**src/rtl/core/page_framebuffer_blitter_top_assert.svh**
```systemverilog
// ----------------------------------------------------------------------------
// Assertion macros for the page frame buffer blitter
// Shared concurrent assertion forms, clocked and disabled during reset.
// ----------------------------------------------------------------------------
`ifndef PAGE_FRAMEBUFFER_BLITTER_TOP_ASSERT_SVH
`define PAGE_FRAMEBUFFER_BLITTER_TOP_ASSERT_SVH

// The consequent must hold in the same cycle as the antecedent.
`define PFB_ASSERT_SAME(label, clk, rst_n, ante, cons) \
    label: assert property (@(posedge clk) disable iff (!rst_n) (ante) |-> (cons)) \
        else $error("pfb assertion failed");

// The consequent must hold in the cycle after the antecedent.
`define PFB_ASSERT_NEXT(label, clk, rst_n, ante, cons) \
    label: assert property (@(posedge clk) disable iff (!rst_n) (ante) |=> (cons)) \
        else $error("pfb assertion failed");

`endif

```
**src/rtl/core/pfb_pkg.sv**
```systemverilog
// ----------------------------------------------------------------------------
// Page frame buffer blitter package
// Types, codes and constants shared by the front end, queue and engine.
// ----------------------------------------------------------------------------
`default_nettype none

package pfb_pkg;

    localparam int SCREEN_COLUMNS_DEF = 128;
    localparam int SCREEN_PAGES_DEF   = 8;

    localparam int X_W    = 9;
    localparam int ROW_W  = 8;
    localparam int PAGE_W = 4;
    localparam int WIDE_W = 128;

    localparam logic [2:0] OP_FILL   = 3'd0;
    localparam logic [2:0] OP_INVERT = 3'd1;
    localparam logic [2:0] OP_COLUMN = 3'd2;
    localparam logic [2:0] OP_READ   = 3'd3;
    localparam logic [2:0] OP_CLEAR  = 3'd4;

    localparam int COLUMN_MAX = 64;
    localparam logic [7:0] BYTE_ONES = 8'hFF;

    typedef struct packed {
        logic [2:0]  opcode;
        logic [6:0]  x_start;
        logic [5:0]  y_start;
        logic [7:0]  x_end;
        logic [6:0]  y_end;
        logic [7:0]  fill_pattern;
        logic [63:0] column_bits;
        logic [6:0]  column_height;
        logic        invert_column;
    } in_t;

    typedef struct packed {
        logic [7:0] read_data;
        logic       status;
    } out_t;

    typedef enum logic [2:0] {
        CMD_NOP,
        CMD_WRITE,
        CMD_XOR,
        CMD_READ,
        CMD_CLEAR
    } kind_t;

    typedef struct packed {
        kind_t              kind;
        logic               status;
        logic [X_W-1:0]     x0;
        logic [X_W-1:0]     x1;
        logic [ROW_W-1:0]   row0;
        logic [ROW_W-1:0]   row1;
        logic [PAGE_W-1:0]  p0;
        logic [PAGE_W-1:0]  p1;
        logic [WIDE_W-1:0]  wide;
    } cmd_t;

    typedef enum logic [2:0] {
        ST_INIT,
        ST_IDLE,
        ST_RUN,
        ST_READ_WAIT,
        ST_CLEAR,
        ST_RESULT
    } state_t;

endpackage

`default_nettype wire

```
**src/rtl/core/pfb_front.sv**
```systemverilog
// ----------------------------------------------------------------------------
// Blitter front end
// Accepts operations, clips and classifies them into engine commands.
// ----------------------------------------------------------------------------
`default_nettype none

module pfb_front #(
    parameter int SCREEN_COLUMNS = pfb_pkg::SCREEN_COLUMNS_DEF,
    parameter int SCREEN_PAGES   = pfb_pkg::SCREEN_PAGES_DEF
) (
    input  wire logic          push,
    output logic               full,
    input  wire pfb_pkg::in_t  item,
    output logic               q_push,
    input  wire logic          q_full,
    output pfb_pkg::cmd_t      cmd
);

    localparam int ROWS = SCREEN_PAGES * 8;

    logic [15:0]  pat_two;
    logic [7:0]   pat_rot;
    logic [63:0]  col_src;
    logic [191:0] col_shift;
    logic [6:0]   height;
    int           xe_c;
    int           ye_c;
    int           ce;

    assign full   = q_full;
    assign q_push = push && !q_full;

    always_comb
    begin
        pat_two   = {item.fill_pattern, item.fill_pattern} << item.y_start[2:0];
        pat_rot   = pat_two[15:8];
        col_src   = item.invert_column ? ~item.column_bits : item.column_bits;
        col_shift = {128'd0, col_src} << item.y_start;
        height    = (item.column_height > 7'(pfb_pkg::COLUMN_MAX)) ?
                    7'(pfb_pkg::COLUMN_MAX) : item.column_height;
        xe_c = (int'(item.x_end) > SCREEN_COLUMNS) ? SCREEN_COLUMNS : int'(item.x_end);
        ye_c = (int'(item.y_end) > ROWS) ? ROWS : int'(item.y_end);
        ce   = (int'(item.y_start) + int'(height) > ROWS) ? ROWS :
               int'(item.y_start) + int'(height);

        cmd        = '0;
        cmd.kind   = pfb_pkg::CMD_NOP;
        cmd.x0     = pfb_pkg::X_W'(item.x_start);
        cmd.row0   = pfb_pkg::ROW_W'(item.y_start);
        cmd.p0     = pfb_pkg::PAGE_W'(item.y_start[5:3]);

        case (item.opcode)
            pfb_pkg::OP_FILL, pfb_pkg::OP_INVERT:
            begin
                if (item.x_end <= {1'b0, item.x_start} || item.y_end <= {1'b0, item.y_start})
                begin
                    cmd.status = 1'b1;
                end
                else if (int'(item.x_start) < SCREEN_COLUMNS && int'(item.y_start) < ROWS)
                begin
                    cmd.kind = (item.opcode == pfb_pkg::OP_FILL) ?
                               pfb_pkg::CMD_WRITE : pfb_pkg::CMD_XOR;
                    cmd.x1   = pfb_pkg::X_W'(xe_c);
                    cmd.row1 = pfb_pkg::ROW_W'(ye_c);
                    cmd.p1   = pfb_pkg::PAGE_W'((ye_c - 1) / 8);
                    cmd.wide = {(pfb_pkg::WIDE_W / 8){pat_rot}};
                end
            end
            pfb_pkg::OP_COLUMN:
            begin
                if (height != 7'd0 && int'(item.x_start) < SCREEN_COLUMNS &&
                    int'(item.y_start) < ROWS)
                begin
                    cmd.kind = pfb_pkg::CMD_WRITE;
                    cmd.x1   = pfb_pkg::X_W'(int'(item.x_start) + 1);
                    cmd.row1 = pfb_pkg::ROW_W'(ce);
                    cmd.p1   = pfb_pkg::PAGE_W'((ce - 1) / 8);
                    cmd.wide = col_shift[pfb_pkg::WIDE_W-1:0];
                end
            end
            pfb_pkg::OP_READ:
            begin
                if (int'(item.x_start) < SCREEN_COLUMNS &&
                    int'(item.y_start[5:3]) < SCREEN_PAGES)
                begin
                    cmd.kind = pfb_pkg::CMD_READ;
                end
            end
            pfb_pkg::OP_CLEAR:
            begin
                cmd.kind = pfb_pkg::CMD_CLEAR;
            end
            default:
            begin
                cmd.kind = pfb_pkg::CMD_NOP;
            end
        endcase
    end

endmodule

`default_nettype wire

```
**config.mk**
```make
export PLATFORM = sky130hd
export DESIGN_NAME = pfb_front
export DESIGN_NICKNAME = d
export VERILOG_FILES = /design/src/rtl/core/page_framebuffer_blitter_top_assert.svh /design/src/rtl/core/pfb_pkg.sv /design/src/rtl/core/pfb_front.sv
export SDC_FILE = /design/constraint.sdc
export NUM_CORES = 1
export LEC_CHECK = 0
export BUFFER_PORTS_ARGS = -buffer_cell sky130_fd_sc_hd__buf_2
export CORE_ASPECT_RATIO = 0.7
export CORE_MARGIN = 5
export CORE_UTILIZATION = 40
export DETAILED_ROUTE_END_ITERATION = 10
export MAX_ROUTING_LAYER = met4
export PLACE_DENSITY = 0.76
export SETUP_SLACK_MARGIN = 0.1
export SKIP_LAST_GASP = 1
export SLEW_MARGIN = 10
export SYNTH_ARGS = -nofsm -noshare
export SYNTH_HDL_FRONTEND = slang
export SYNTH_SLANG_ARGS = --single-unit
```
**constraint.sdc**
```tcl
create_clock -name vclk -period 7.1
set_input_delay 1.775 -clock vclk [all_inputs]
set_output_delay 1.775 -clock vclk [all_outputs]
set_load 0.02 [all_outputs]
```
Word level (Yosys, flattened, before mapping)
Index checks and enable logic that the tools add are counted.
{ "word_totals": {"word_cells": 49, "input_bits": 113, "out_inout_bits": 176, "ff_bits": 0} }
{ "op_classes": {"n_mux": 20, "magnitude_cmp": 6, "n_eq_ne": 4, "n_reduce_logical": 8, "shift": 2, "n_addsub": 6, "n_bitwise": 3} }
{ "ops": {"columns": ["operator", "count"], "rows": [
  ["$mux W132", 2],
  ["$pmux W132 S2", 1],
  ["$shl A64 B6 Y128", 1],
  ["$mux W64", 1],
  ["$not A64 Y64", 1],
  ["$mux W8", 5],
  ["$gt A32 B8 Y1 const B", 1],
  ["$pmux W8 S2", 2],
  ["$mux W7", 3],
  ["$shl A16 B3 Y16", 1],
  ["$gt A7 B7 Y1 const B", 2],
  ["$pmux W3 S4", 1],
  ["$sub A8 B1 Y9 const B", 1],
  ["$add A4 B1 Y4", 2],
  ["$add A6 B7 Y8", 1],
  ["$add A7 B1 Y8 const B", 1],
  ["$gt A8 B8 Y1 const B", 1],
  ["$le A8 B7 Y1", 1],
  ["$sub A7 B1 Y8 const B", 1],
  ["$le A7 B6 Y1", 1],
  ["$reduce_bool A7 Y1", 1],
  ["$eq A3 B2 Y1 const B", 2],
  ["$reduce_or A3 Y1", 2],
  ["$mux W2", 2],
  ["9 further kinds", 12]
]} }

Depth between registers and ports, before layout
{ "depth": {"depth_word": 11, "ltp_mapped": 14, "mapped_depth_nobuf": 13} }

Worst setup path after synthesis
Ideal clock, no wire load.
{ "synth_path": {"path_kind": "in2out", "start": "in item[98] in the netlist's numbering", "end": "out cmd[115] in the netlist's numbering", "arrival_time_ns": 5.015, "n_path_buf": 6, "path_slack_ns": 0.310, "required_ns": 5.325, "stages": 14, "path_cell_list": "clkbuf_1 inv_1 clkbuf_1 clkbuf_1 clkbuf_1 ha_1 nand4_1 o32ai_1 a311oi_1 o21ai_1 or2_2 clkbuf_1 clkbuf_1 o21ai_0"} }
{ "synth_lines": {"columns": ["item", "line_no", "rtl"], "rows": [
  ["start, declared", "pfb_front.sv:13", "input wire pfb_pkg::in_t item,"],
  ["end, declared", "pfb_front.sv:16", "output pfb_pkg::cmd_t cmd"]
]} }

==> impl_metrics.ini <==
[sta]
finalSetupTns_ns = 0
rsz0062_at_grt = false
worst_slack_ns = 0.328
fin_crit_ns = 6.77
timing.final.crit_share_pct = 95.4
slew_headroom_pct = 20.6
hold_violations = 0
timing.final.max_slew_violations = 0
setup_viol = 0
max_freq_mhz = 148
worst_pin_slew_ns = 1.19

[floorplanning]
top_level_ports = 289
die_area_um2 = 26000
core_area_um2 = 22600
start_util_pct = 40.5
dieHeight_um = 136
core.rowCount = 46
dieWidth_um = 191

[placement]
gp_congestion = 1.05
place_ws_ns = 0.380
dpl.hpwl_um = 35100
place.port_buffers = 282

[logic_synthesis]
synth.avg_cell_area_um2 = 7.65
syn_area_um2 = 9140
synth_top_family_by_area = multiplexers
netlist_instances = 1194
synthMuxAreaShare_pct = 41.4
yosys_warnings = 0
synth_seq_area_share_pct = 0
synth-simple-area-share_pct = 15.0
yosys.area_share.adder_pct = 3.50
synth_xor_area_share_pct = 5.27
synth_compound_area_share_pct = 25.8
ys_types = 71

[detailed_routing]
routed_wirelength_um = 44900
drt_pass1_iterations = 6
vias = 11668
antenna_left = 0
viasPerCell = 6.81
drtIter0Drc = 1700
drc_errors = 0
wl_per_cell_um = 26.2

[global_routing]
met2_usage_pct = 51.5
grt_pass1_vias = 10940
grt_pass1_wl_um = 66800
grt.busiest_layer = met2
use_met3_pct = 7.16
grtUsageTotal_pct = 33.4
grt_start_max_net_pins = 87
grtUsageMet1_pct = 43.4
antenna_found_initial = 4
grt_overflow = 0

[final_layout]
num-nets-final = 1536
ff_latch_area_um2 = 0
final_common_cell = mux2i_1
syn_to_final_growth_pct = 18.1
nClkBuffers = 0
seq_cells = 0
layout_common_cells = 293 x mux2i_1, 280 x buf_2, 81 x o21ai_0
drive_gt1_share_pct = 28.8

[clock_network]
post-cts-setup-buffers = 0
cts_hold_buf = 0
cts_resized = 0

[power]
irDropWorstVdd_mv = 0.0424
seq_power_share_pct = 0
intPower_mw = 0.360
power_per_cell_area_nw_per_um2 = 92.2
switching_share_pct = 63.8
leakage_nw = 5.28
combPwrFrac_pct = 100.0
net-switching-power_mw = 0.635
p_clk_share_pct = 0

[worst_setup_path]
end_kind = output pin
cp.arrival_ns = 5.00
crit_path_start_kind = input pin
required_ns = 5.33
critPathKind = in2out
crit_fanout = 13

[worst_hold_path]
hold_path_class = in2out

[status]
status = complete, no violations

[job]
max-cap-violations = 0
[path summary, 6_finish.rpt]
check                    from  endpoint  cells past startpoint
worst max-delay path  item[7]  cmd[130]                     15
worst min-delay path   q_full      full                      2
[cell usage after synthesis (5+ instances only)]
cell	count	area [um2]
mux2i_1	293	2930
mux2i_2	7	96.3
nor2b_1	12	75.1
inv_1	26	97.6
nand4_1	36	225
nand2_1	69	259
o32ai_1	5	43.8
and2_1	8	50.1
o211ai_1	33	248
a21oi_1	35	175
buf_4	26	195
o2bb2ai_1	7	61.3
o211a_1	6	60.1
clkbuf_1	79	297
buf_1	12	45.0
o21ai_0	81	405
a21o_1	13	97.6
o22ai_1	13	81.3
ha_1	24	300
nand3_1	17	85.1
nand3b_1	5	37.5
and4_1	9	78.8
nor3_1	25	125
xor2_1	5	43.8
o21a_1	5	37.5
a22o_1	8	70.1
mux2_2	12	135
nor3b_1	7	52.6
a22oi_1	20	150
o31ai_1	6	45.0
xnor2_1	50	438
a31oi_1	5	31.3
buf_2	21	105
buf_6	5	56.3
nor2_1	56	210
o221ai_1	31	272
o2111ai_1	21	184
mux4_2	27	608
[cell families (layout without fill, tap and decap cells)]
logic type / count (synthesis) / count (layout)
simple gates: 268 / 268
compound gates: 334 / 334
mux: 340 / 340
buf+inv: 171 / 367
fa+ha+maj: 25 / 25
xor+xnor: 55 / 55
other cells: 1 / 12
[power by group through the flow]
stage               logic [mW]  clock network, mW  registers [mW]
detailed placement       0.963                  0               0
floorplan                0.647                  0               0
CTS                      0.968                  0               0
finish                   0.995       0.0000000591               0
global route              1.05       0.0000000582               0
global placement         0.957                  0               0
[per-layer routing]
layer,routed length (um),up-vias
li1,-,5048
met1,17600,5498
met2,19400,961
met3,5820,161
met4,2140,0
met5,0,-
[critical path: stages]
cell      delay [ns]
buf_2           0.20
nor2b_1         0.08
ha_1            0.22
fa_1            0.44
xnor2_1         0.39
nand3_1         0.12
mux2_2          0.34
a211oi_1        0.25
and2_1          0.17
ha_1            0.19
ha_1            0.16
inv_1           0.05
a31o_2          0.20
a31o_2          0.26
buf_2           0.16
[cell type report]
cell class	count	area [um2]
multi-input combinational	1029	8370
timing repair buffer	340	1930
tap	312	390
antenna	5	12.5
fill	2286	11800
inverter	27	101
[through the flow]
step	total power [mW]	util, %	cells	hold WS (ns)	cell area [um2]
6_report	0.995	47.9	1713	3.79	10800
5_1_grt	1.05	47.9	1713	3.81	10800
4_1_cts	0.968	47.8	1708	3.79	10800
3_5_place_dp	0.963	47.8	1708	3.79	10800
2_1_floorplan	0.647	-	1200	3.63	9160
3_3_place_gp	0.957	47.8	1708	3.79	10800
Power figures use the tool's default switching activity.
