--- src/rtl/core/page_framebuffer_blitter_top_assert.svh ---
// ----------------------------------------------------------------------------
// Assertion macros for the page frame buffer blitter
// Shared concurrent assertion forms, clocked and disabled during reset.
// ----------------------------------------------------------------------------
`ifndef PAGE_FRAMEBUFFER_BLITTER_TOP_ASSERT_SVH
`define PAGE_FRAMEBUFFER_BLITTER_TOP_ASSERT_SVH

// The consequent must hold in the same cycle as the antecedent.
`define PFB_ASSERT_SAME(label, clk, rst_n, ante, cons) \
    label: assert property (@(posedge clk) disable iff (!rst_n) (ante) |-> (cons)) \
        else $error("pfb assertion failed");

// The consequent must hold in the cycle after the antecedent.
`define PFB_ASSERT_NEXT(label, clk, rst_n, ante, cons) \
    label: assert property (@(posedge clk) disable iff (!rst_n) (ante) |=> (cons)) \
        else $error("pfb assertion failed");

`endif

--- src/rtl/core/pfb_pkg.sv ---
// ----------------------------------------------------------------------------
// Page frame buffer blitter package
// Types, codes and constants shared by the front end, queue and engine.
// ----------------------------------------------------------------------------
`default_nettype none

package pfb_pkg;

    localparam int SCREEN_COLUMNS_DEF = 128;
    localparam int SCREEN_PAGES_DEF   = 8;

    localparam int X_W    = 9;
    localparam int ROW_W  = 8;
    localparam int PAGE_W = 4;
    localparam int WIDE_W = 128;

    localparam logic [2:0] OP_FILL   = 3'd0;
    localparam logic [2:0] OP_INVERT = 3'd1;
    localparam logic [2:0] OP_COLUMN = 3'd2;
    localparam logic [2:0] OP_READ   = 3'd3;
    localparam logic [2:0] OP_CLEAR  = 3'd4;

    localparam int COLUMN_MAX = 64;
    localparam logic [7:0] BYTE_ONES = 8'hFF;

    typedef struct packed {
        logic [2:0]  opcode;
        logic [6:0]  x_start;
        logic [5:0]  y_start;
        logic [7:0]  x_end;
        logic [6:0]  y_end;
        logic [7:0]  fill_pattern;
        logic [63:0] column_bits;
        logic [6:0]  column_height;
        logic        invert_column;
    } in_t;

    typedef struct packed {
        logic [7:0] read_data;
        logic       status;
    } out_t;

    typedef enum logic [2:0] {
        CMD_NOP,
        CMD_WRITE,
        CMD_XOR,
        CMD_READ,
        CMD_CLEAR
    } kind_t;

    typedef struct packed {
        kind_t              kind;
        logic               status;
        logic [X_W-1:0]     x0;
        logic [X_W-1:0]     x1;
        logic [ROW_W-1:0]   row0;
        logic [ROW_W-1:0]   row1;
        logic [PAGE_W-1:0]  p0;
        logic [PAGE_W-1:0]  p1;
        logic [WIDE_W-1:0]  wide;
    } cmd_t;

    typedef enum logic [2:0] {
        ST_INIT,
        ST_IDLE,
        ST_RUN,
        ST_READ_WAIT,
        ST_CLEAR,
        ST_RESULT
    } state_t;

endpackage

`default_nettype wire

--- src/rtl/core/pfb_cmd_queue.sv ---
// ----------------------------------------------------------------------------
// Blitter command queue
// Two-entry queue that decouples the front end from the engine.
// ----------------------------------------------------------------------------
`default_nettype none

module pfb_cmd_queue (
    input  wire logic           clk,
    input  wire logic           rst_n,
    input  wire logic           q_push,
    input  wire pfb_pkg::cmd_t  q_in,
    output logic                q_full,
    output logic                q_valid,
    input  wire logic           q_pop,
    output pfb_pkg::cmd_t       q_out
);

    pfb_pkg::cmd_t entry_reg [2];
    logic          wp_reg;
    logic          wp_next;
    logic          rp_reg;
    logic          rp_next;
    logic [1:0]    cnt_reg;
    logic [1:0]    cnt_next;

    assign q_full  = (cnt_reg == 2'd2);
    assign q_valid = (cnt_reg != 2'd0);
    assign q_out   = entry_reg[rp_reg];

    always_comb
    begin
        wp_next  = q_push ? ~wp_reg : wp_reg;
        rp_next  = q_pop ? ~rp_reg : rp_reg;
        cnt_next = cnt_reg + 2'(q_push) - 2'(q_pop);
    end

    always_ff @(posedge clk or negedge rst_n)
    begin
        if (!rst_n)
        begin
            wp_reg  <= 1'b0;
            rp_reg  <= 1'b0;
            cnt_reg <= 2'd0;
        end
        else
        begin
            wp_reg  <= wp_next;
            rp_reg  <= rp_next;
            cnt_reg <= cnt_next;
        end
    end

    always_ff @(posedge clk)
    begin
        if (q_push)
        begin
            entry_reg[wp_reg] <= q_in;
        end
    end

endmodule

`default_nettype wire

--- config.mk ---
export PLATFORM = sky130hd
export DESIGN_NAME = pfb_cmd_queue
export DESIGN_NICKNAME = d
export VERILOG_FILES = /design/src/rtl/core/page_framebuffer_blitter_top_assert.svh /design/src/rtl/core/pfb_pkg.sv /design/src/rtl/core/pfb_cmd_queue.sv
export SDC_FILE = /design/constraint.sdc
export NUM_CORES = 1
export LEC_CHECK = 0
export BUFFER_PORTS_ARGS = -buffer_cell sky130_fd_sc_hd__buf_2
export CORE_ASPECT_RATIO = 0.5
export CORE_MARGIN = 10
export CORE_UTILIZATION = 48
export CTS_CLUSTER_DIAMETER = 80
export DETAILED_ROUTE_END_ITERATION = 6
export PLACE_DENSITY = 0.74
export SYNTH_ARGS = -nofsm -noshare
export SYNTH_HDL_FRONTEND = slang
export SYNTH_SLANG_ARGS = --single-unit
--- constraint.sdc ---
create_clock -name clk -period 10.4 [get_ports clk]
set_input_delay 1.04 -clock clk [delete_from_list [all_inputs] [get_ports clk]]
set_output_delay 1.04 -clock clk [all_outputs]
set_load 0.01 [all_outputs]
---- Word-level counts from Yosys, hierarchy flattened ----
Memories as Yosys holds them, arrays and structs flattened.
Index checks and enable logic that the tools add are counted.
storage, ports and cells
  bits of input ports ..................... 178
  output and inout bits ................... 176
  bits in writable memories ............... 348
  register bits ........................... 4
  memories ................................ 1
memories
  memory     words  width  rd ports  clocked after Yosys merged registers in  wr ports  line                 text
  entry_reg  2      174    1         0                                        1         pfb_cmd_queue.sv:18  pfb_pkg::cmd_t entry_reg [2];
operators by class
  bitwise operators ....................... 2
  mux-type cells .......................... 2
  reduce and logical (&&, ||, !) cells .... 1
  $add $sub $neg .......................... 2
  equality and inequality tests ........... 1
operators by type and width
  cell                                        count
  adder 2 x 1 -> 2 bit                        1
  equality test 2 bit, second input constant  1
  two-way mux 1 bit                           2
  NOT 1 bit                                   2
  nonzero test 2 bit                          1
  subtractor 2 x 1 -> 2 bit                   1

---- Depth between registers and ports, before layout ----
Gate-level depths: netlist (run 1).
  depth after elaboration ................. 2
  mapped depth ............................ 5

---- Worst setup path before layout (run 1) ----
Ideal clock, no wire load.
  path type ............................... input to register
  start ................................... input port q_push
  end ..................................... memory entry_reg[0][0] (netlist name) (enable)
  arrival ................................. 8.553 ns
  path slack .............................. 1.116 ns
  buffers on the path ..................... 0
  cell stages on the path ................. 1
  library setup time ...................... 0.731 ns
  cells stage by stage .................... nor2b_1
on the way
  cells in the longest elaborated chain, start to end .. 2
RTL lines
  element                                  line                 text
  from (decl)                              pfb_cmd_queue.sv:10  input wire logic q_push,
  two-way mux 1 bit                        pfb_cmd_queue.sv:55  if (q_push)
  two-way mux 1 bit (not written as such)  pfb_cmd_queue.sv:57  entry_reg[wp_reg] <= q_in;
  to (decl)                                pfb_cmd_queue.sv:18
Every way passes these cells.

==> summary.log, run 1 <==
[timing] Rel. slew slack 21.3%
[cells_and_area] fraction of layout cells with a size suffix above 1 60.7%
[logic_synthesis] top cells by area in the synthesized netlist sky130_fd_sc_hd__edfxtp_1, sky130_fd_sc_hd__mux2_2, sky130_fd_sc_hd__buf_6
[floorplanning] Die Outline Area 34,000 µm²
[logic_synthesis] total of warnings raised by yosys 0
[floorplanning] Die Span X 251 µm
[power_and_ir_drop] VDD IR max 109 µV
[cts] # H-tree levels 2
[global_routing] antenna violations before repair 8
[drt] DRC Markers 0
[drt] Antenna Violating Nets Remaining 0
[critical_path] Critical Setup Path Class reg2out
[cells_and_area] relative area change from synthesis to final layout 24.7%
[critical_path] arrival time of data at the critical path endpoint 2970 ps
[status] outcome completed
[logic_synthesis] register area share after synthesis 82.4%
[critical_path] delay contributed by the slowest stage of the critical path 880 ps
[floorplanning] die height 135 µm
[power_and_ir_drop] Reg power frac 45.2%
[timing] Final Critical Period 4010 ps
[logic_synthesis] area fraction of the dominant cell type after synthesis 81.6%
[global_routing] Overall Global Routing Usage 16.2%
[drt] routed vias 6,566
[placement] Port-buffer cells 353
[drt] Vias per Instance 4.99
[logic_synthesis] number of register bits inferred by synthesis 352
[critical_path] CP delay by family, top buffers and inverters
[cts] clock latency on the worst-skew pair 510 ps
[placement] final RePlAce weighted congestion 0.794
[cts] hold bufs inserted after CTS 0
[cts] CTS tree built
[global_routing] pin count of the biggest net entering global routing 85
[cts] root buffer selected by CTS sky130_fd_sc_hd__clkbuf_16
[placement] pre-CTS worst setup slack 6920 ps
[power_and_ir_drop] power after layout 0.00439 W
[logic_synthesis] cell type with the highest aggregate area in the netlist sky130_fd_sc_hd__edfxtp_1
[logic_synthesis] post-synth net total 736
[timing] count of final hold-check violations 0
[power_and_ir_drop] switching share of total power 28.7%
[cts] CTS Sinks 352
[logic_synthesis] Cell variety after synth 13
[floorplanning] number of core rows 42
[cts] maximum count of clock buffers along a single path 3
[logic_synthesis] synthesized instance count 556
[critical_path] CP cell instances buf_4 -> mux2_2 -> buf_2
[floorplanning] initial cell density of the core 48.6%
[power_and_ir_drop] internal power of the cells 0.00313 W
[cells_and_area] commonest non-fill, non-tap cell in the layout sky130_fd_sc_hd__buf_2
[cts] total clock buffers created by CTS 34
[critical_path] endpoint class of the critical path output pin
[timing] Max Transition Viols Final 0
[power_and_ir_drop] clock share of power 27.3%
[critical_path] crit path buf inv count 2
[logic_synthesis] average size of a mapped cell 23.0 µm²
[cells_and_area] # fillers 1,992
[job] number of violations of the max-capacitance limit 0
[drt] routed length per placed instance 22.2 µm
[global_routing] overall overflow remaining after global route 0
[timing] final setup fails 0
[timing] worst setup slack after layout 6390 ps
[drt] WL final 29,200 µm
[timing] setup TNS after final layout 0 ps
[power_and_ir_drop] combinational group share of total power 27.5%
[cells_and_area] Net count, final 1,112
[cells_and_area] number of flip-flops in the largest register 348
[drt] Initial DRT Pass Iterations 6
[timing] maximum clock rate 249 MHz
[critical_path] sort of element at the start of the critical path register
[timing] final setup skew 14.2 ps
[global_routing] via count of the first global-routing pass 7,137
[floorplanning] core footprint 26,300 µm²
[global_routing] first-pass GRT wire length 42,300 µm
[cts] CTS clk-pin slew, worst paths 60 ps
[timing] unrepaired setup endpoints after global routing false
[critical_path] critical-path maximum fanout 75
[cells_and_area] most used cells in the layout excluding fill and tap cells sky130_fd_sc_hd__buf_2, sky130_fd_sc_hd__edfxtp_1, sky130_fd_sc_hd__mux2_2, sky130_fd_sc_hd__clkbuf_16, sky130_fd_sc_hd__clkbuf_1
[critical_path] required time reported for the critical path endpoint 9360 ps
[cts] number of buffers inserted by post-CTS setup repair 0
[critical_path] slowest stage cell, crit path sky130_fd_sc_hd__dfrtp_4
[timing] actual slew at the worst max-slew pin 1180 ps
[power_and_ir_drop] power density normalized to cell area 275 nW/µm²
[timing] period utilisation layout 38.5%
[cts] number of gates resized after CTS 0
[logic_synthesis] Mapped Area 12,800 µm²
[power_and_ir_drop] Psw 0.00126 W
[min_path] hold crit path type in2async
[power_and_ir_drop] static power due to leakage 6.00 nW
[placement] dpl hpwl 20,400 µm
[drt] Detailed Route Iter0 Violations 334
[floorplanning] number of top-level pins 354
==> power by group through the flow <==
stage               combinational, W  sequential [W]  clock (W)
global placement             0.00122         0.00200          0
floorplan                   0.000818         0.00202          0
CTS                          0.00124         0.00199    0.00123
detailed placement           0.00123         0.00202          0
finish                       0.00121         0.00198    0.00120
global route                 0.00129         0.00201    0.00129
==> final cells by class <==
cell class	count	area [µm²]	share of cell area [%]
antenna	7	17.5	0.110
clock buffer	49	971	6.08
clock inverter	12	106	0.666
inverter	2	7.51	0.0470
multi-input combinational	183	2060	12.9
sequential	352	10600	66.1
tap	352	440	2.76
timing repair buffer	359	1810	11.3
==> synthesized netlist by cell type <==
cell and n:
sky130_fd_sc_hd__mux2_2 174, sky130_fd_sc_hd__nor2b_1 2, sky130_fd_sc_hd__ha_1 2, sky130_fd_sc_hd__xor3_1 1, sky130_fd_sc_hd__buf_2 2, sky130_fd_sc_hd__buf_4 2, sky130_fd_sc_hd__xor2_1 2, sky130_fd_sc_hd__buf_6 15
sky130_fd_sc_hd__and2_1 1, sky130_fd_sc_hd__or2_2 1, sky130_fd_sc_hd__edfxtp_1 348, sky130_fd_sc_hd__dfrtp_1 4, sky130_fd_sc_hd__inv_1 2
==> metal layers <==
| layer | wire, µm | part of all wire (%) | track usage [%] |
|---|---|---|---|
| met5 | 7 | 0.024 | 0 |
| met4 | 694 | 2.4 | 5.76 |
| met3 | 998 | 3.4 | 3.13 |
| met2 | 17400 | 60 | 32.2 |
| met1 | 10100 | 35 | 16.7 |
==> metrics by stage <==
stage / cell area, µm² / hold WS (ps) / std cells / util (%)
after floorplan: 12800 / 455 / 556 / -
after global placement: 14900 / 532 / 1248 / 56.5
after detailed placement: 14900 / 543 / 1248 / 56.5
after CTS: 16000 / 309 / 1309 / 60.6
after global routing: 16000 / 314 / 1316 / 60.7
final: 16000 / 337 / 1316 / 60.7
==> logic make-up (layout without fill, tap and decap cells) <==
family	after synthesis	count (layout)	synth area share (%)
XOR/XNOR	3	3	0.323
adder cells (fa/ha/maj)	2	2	0.195
buffers and inverters	21	422	1.57
flip-flops	352	352	82.4
multiplexers	174	174	15.3
other	0	7	0
AND/OR/NAND/NOR	4	4	0.196
==> worst paths after layout <==
| kind | cells after the start | slack (ps) | from | endpoint |
|---|---|---|---|---|
| min in group clk | 1 | 550 | wp_reg$_DFFE_PN0P_ | wp_reg$_DFFE_PN0P_ |
| setup / recovery | 3 | 6390 | rp_reg$_DFFE_PN0P_ | q_out[49] |
| max in group asynchronous | 1 | 9920 | rst_n | rp_reg$_DFFE_PN0P_ |
| hold reg to reg | 1 | 550 | wp_reg$_DFFE_PN0P_ | wp_reg$_DFFE_PN0P_ |
| setup reg to reg | 2 | 8110 | wp_reg$_DFFE_PN0P_ | entry_reg[0][114]$_DFFE_PP_ |
| hold / removal | 1 | 340 | rst_n | cnt_reg[1]$_DFF_PN0_ |
No activity file was read; power rests on OpenSTA's default activity.
==> inputs of run 2 (changes only) <==
clock period = 4.1 ns   (was 10.4 ns; I/O delays follow)
==> run 2 against run 1 <==
  * Sequential share of layout area is the same
  * Clock power is 140% higher
  * First-iteration DRC count grew 17%
  * Utilization unchanged
  * Register-to-register slack lost 6100 ps
  * Critical path depth stayed put
  * Combinational power rose to 2.6 times the previous value
  * Sequential cell count is the same
  * Critical path type unchanged
  * Largest power group unchanged
  * Highest routed layer is now met4
==> summary.log, run 2 (synthesis gave the netlist of run 1 again) <==
[status] outcome completed
[timing] count of final hold-check violations 0 [unchanged]
[timing] unrepaired setup endpoints after global routing false
[min_path] beginning of the worst hold path q_in[63]
[global_routing] first-pass GRT wire length 41,800 µm [-1.3%]
[drt] Antenna Violating Nets Remaining 0 [unchanged]
[cts] CTS tree built
[cts] number of buffers inserted by post-CTS setup repair 0 [unchanged]
[critical_path] sort of element at the start of the critical path register
[floorplanning] die height 135 µm [unchanged]
[cells_and_area] commonest non-fill, non-tap cell in the layout sky130_fd_sc_hd__buf_2
[placement] Inst Count DP 1,251 [+0.24%]
[cts] clock latency on the worst-skew pair 560 ps [+50 ps]
[placement] Post-Place Cell Area 14,900 µm² [+0.49%]
[drt] routed length per placed instance 22.1 µm [-0.54%]
[critical_path] cells on worst reg2reg path 2 [unchanged]
[cells_and_area] Net count, final 1,113 [+0.090%]
[global_routing] pin count of the biggest net entering global routing 87 [+2.4%]
[critical_path] critical-path maximum fanout 50 [-33%]
[power_and_ir_drop] power after layout 0.0110 W [+150%]
[power_and_ir_drop] internal power of the cells 0.00783 W [+150%]
[timing] maximum clock rate 342 MHz
[floorplanning] number of top-level pins 354 [unchanged]
[drt] DRC Markers 0 [unchanged]
[min_path] hold crit path type in2reg
[drt] WL final 29,000 µm [-0.76%]
[power_and_ir_drop] clock share of power 26.2% [-1.1 points]
[power_and_ir_drop] Reg power frac 45.6% [+0.4 points]
[global_routing] overall overflow remaining after global route 0 [unchanged]
[power_and_ir_drop] combinational group share of total power 28.2% [+0.7 points]
[cells_and_area] relative area change from synthesis to final layout 24.7% [unchanged]
[job] number of violations of the max-capacitance limit 0 [unchanged]
[timing] Rel. slew slack 39.8% [+18 points]
[power_and_ir_drop] static power due to leakage 6.01 nW [about the same]
[cts] maximum count of clock buffers along a single path 3 [unchanged]
[critical_path] arrival time of data at the critical path endpoint 2510 ps [-460 ps]
[cts] root buffer selected by CTS sky130_fd_sc_hd__clkbuf_16
[timing] final setup fails 0 [unchanged]
[critical_path] endpoint class of the critical path output pin
[floorplanning] number of core rows 42 [unchanged]
[cts] # H-tree levels 1 [-1]
[cts] CTS Sinks 352 [unchanged]
[timing] final setup skew 12.0 ps [-2.13 ps]
[placement] Port-buffer cells 353 [unchanged]
[cells_and_area] most used cells in the layout excluding fill and tap cells sky130_fd_sc_hd__buf_2, sky130_fd_sc_hd__edfxtp_1, sky130_fd_sc_hd__mux2_2, sky130_fd_sc_hd__clkbuf_16, sky130_fd_sc_hd__clkinv_1
[cells_and_area] # fillers 1,927 [-3.3%]
[min_path] depth of the worst hold-timing path 1
[power_and_ir_drop] switching share of total power 29.0% [+0.29 points]
[floorplanning] initial cell density of the core 48.6% [unchanged]
[floorplanning] Die Outline Area 34,000 µm² [unchanged]
[global_routing] antenna violations before repair 5 [-3]
[cts] total clock buffers created by CTS 31 [-8.8%]
[timing] actual slew at the worst max-slew pin 904 ps [-277 ps]
[floorplanning] core footprint 26,300 µm² [unchanged]
[timing] Max Transition Viols Final 0 [unchanged]
[global_routing] Overall Global Routing Usage 16.0% [-0.19 points]
[drt] Initial DRT Pass Iterations 7 [+1]
[critical_path] Critical Setup Path Class reg2out
[power_and_ir_drop] power density normalized to cell area 690 nW/µm² [+150%]
[timing] setup TNS after final layout 0 ps [unchanged]
[placement] dpl hpwl 20,800 µm [+2.0%]
[global_routing] via count of the first global-routing pass 6,997 [-2.0%]
[power_and_ir_drop] VDD IR max 325 µV [+200%]
[placement] final RePlAce weighted congestion 0.802 [+0.94%]
[drt] routed vias 6,526 [-0.61%]
[power_and_ir_drop] Psw 0.00319 W [+150%]
[cells_and_area] post-route cell area 16,000 µm² [unchanged]
[critical_path] worst setup path startpoint rp_reg$_DFFE_PN0P_
[cells_and_area] final core utilization 60.7% [unchanged]
[timing] period utilisation layout 71.3%
[cts] CTS clk-pin slew, worst paths 70 ps [about the same]
[drt] Detailed Route Iter0 Violations 391 [+17%]
[critical_path] origin of the critical flop-to-flop path wp_reg$_DFFE_PN0P_
[cells_and_area] fraction of layout cells with a size suffix above 1 61.0% [+0.27 points]
[timing] Final Critical Period 2920 ps
[critical_path] required time reported for the critical path endpoint 3690 ps [-5670 ps]
[drt] Vias per Instance 4.97 [-0.38%]
[floorplanning] Die Span X 251 µm [unchanged]
[cells_and_area] count of placed standard cells in the final layout, fillers left out 1,313 [-0.23%]
[cells_and_area] number of flip-flops in the largest register 348 [unchanged]
run 2: cell count changes in the layout (fill, tap and decap cells not counted), moves of 2 or more:
cell,before,now
sky130_fd_sc_hd__clkinv_2,4,6
sky130_fd_sc_hd__diode_2,7,5
sky130_fd_sc_hd__clkbuf_16,37,31
sky130_fd_sc_hd__clkbuf_1,12,4
sky130_fd_sc_hd__clkinv_1,5,9
sky130_fd_sc_hd__bufinv_16,2,4
sky130_fd_sc_hd__buf_12,0,4
run 2: metrics by stage:
step	worst slack, ps	hold WS [ps]
finish	1180	30.8
global route	1060	4.16
CTS	1140	3.56
detailed placement	1760	220
global placement	1800	217
floorplan	648	114
run 2: power groups by stage:
stage | Clock, W | Sequential [W] | Combinational [W]
floorplan | 0 | 0.00500 | 0.00208
global placement | 0 | 0.00507 | 0.00314
detailed placement | 0 | 0.00511 | 0.00317
CTS | 0.00295 | 0.00503 | 0.00319
global route | 0.00311 | 0.00509 | 0.00332
finish | 0.00289 | 0.00502 | 0.00311
run 2: path summary, 6_finish.rpt:
path                                              endpoint  slack (ps)
worst min-delay path            entry_reg[1][63]$_DFFE_PP_          30
min in group asynchronous               wp_reg$_DFFE_PN0P_         220
worst max-delay path                             q_out[89]        1180
worst max register to register  entry_reg[1][36]$_DFFE_PP_        1970
max in group asynchronous               rp_reg$_DFFE_PN0P_        3740
worst min register to register          wp_reg$_DFFE_PN0P_         560
run 2: worst max-delay path, cell delays in order, from the launching register on:
cell and delay, ps:
sky130_fd_sc_hd__dfrtp_4 890, sky130_fd_sc_hd__buf_4 480, sky130_fd_sc_hd__mux2_2 380, sky130_fd_sc_hd__buf_2 140
run 2: area by class of cell:
type	count	area (µm²)	area share (%)
sequential	352	10600	66.1
multi-input combinational	183	2060	12.9
timing repair buffer	363	1890	11.9
clock buffer	35	791	4.95
tap	352	440	2.76
clock inverter	21	209	1.31
antenna	5	12.5	0.0784
inverter	2	7.51	0.0470
run 2: timing repair:
action,4_1_cts,5_1_grt
gates resized for setup,0,0
hold buffers,1,0
hold endpoints to repair,4,0
run 2: layer usage:
layer,wire (µm),global-route usage [%]
met1,10200,16.4
met2,16900,31.9
met3,795,2.54
met5,0,0
met4,1090,6.62
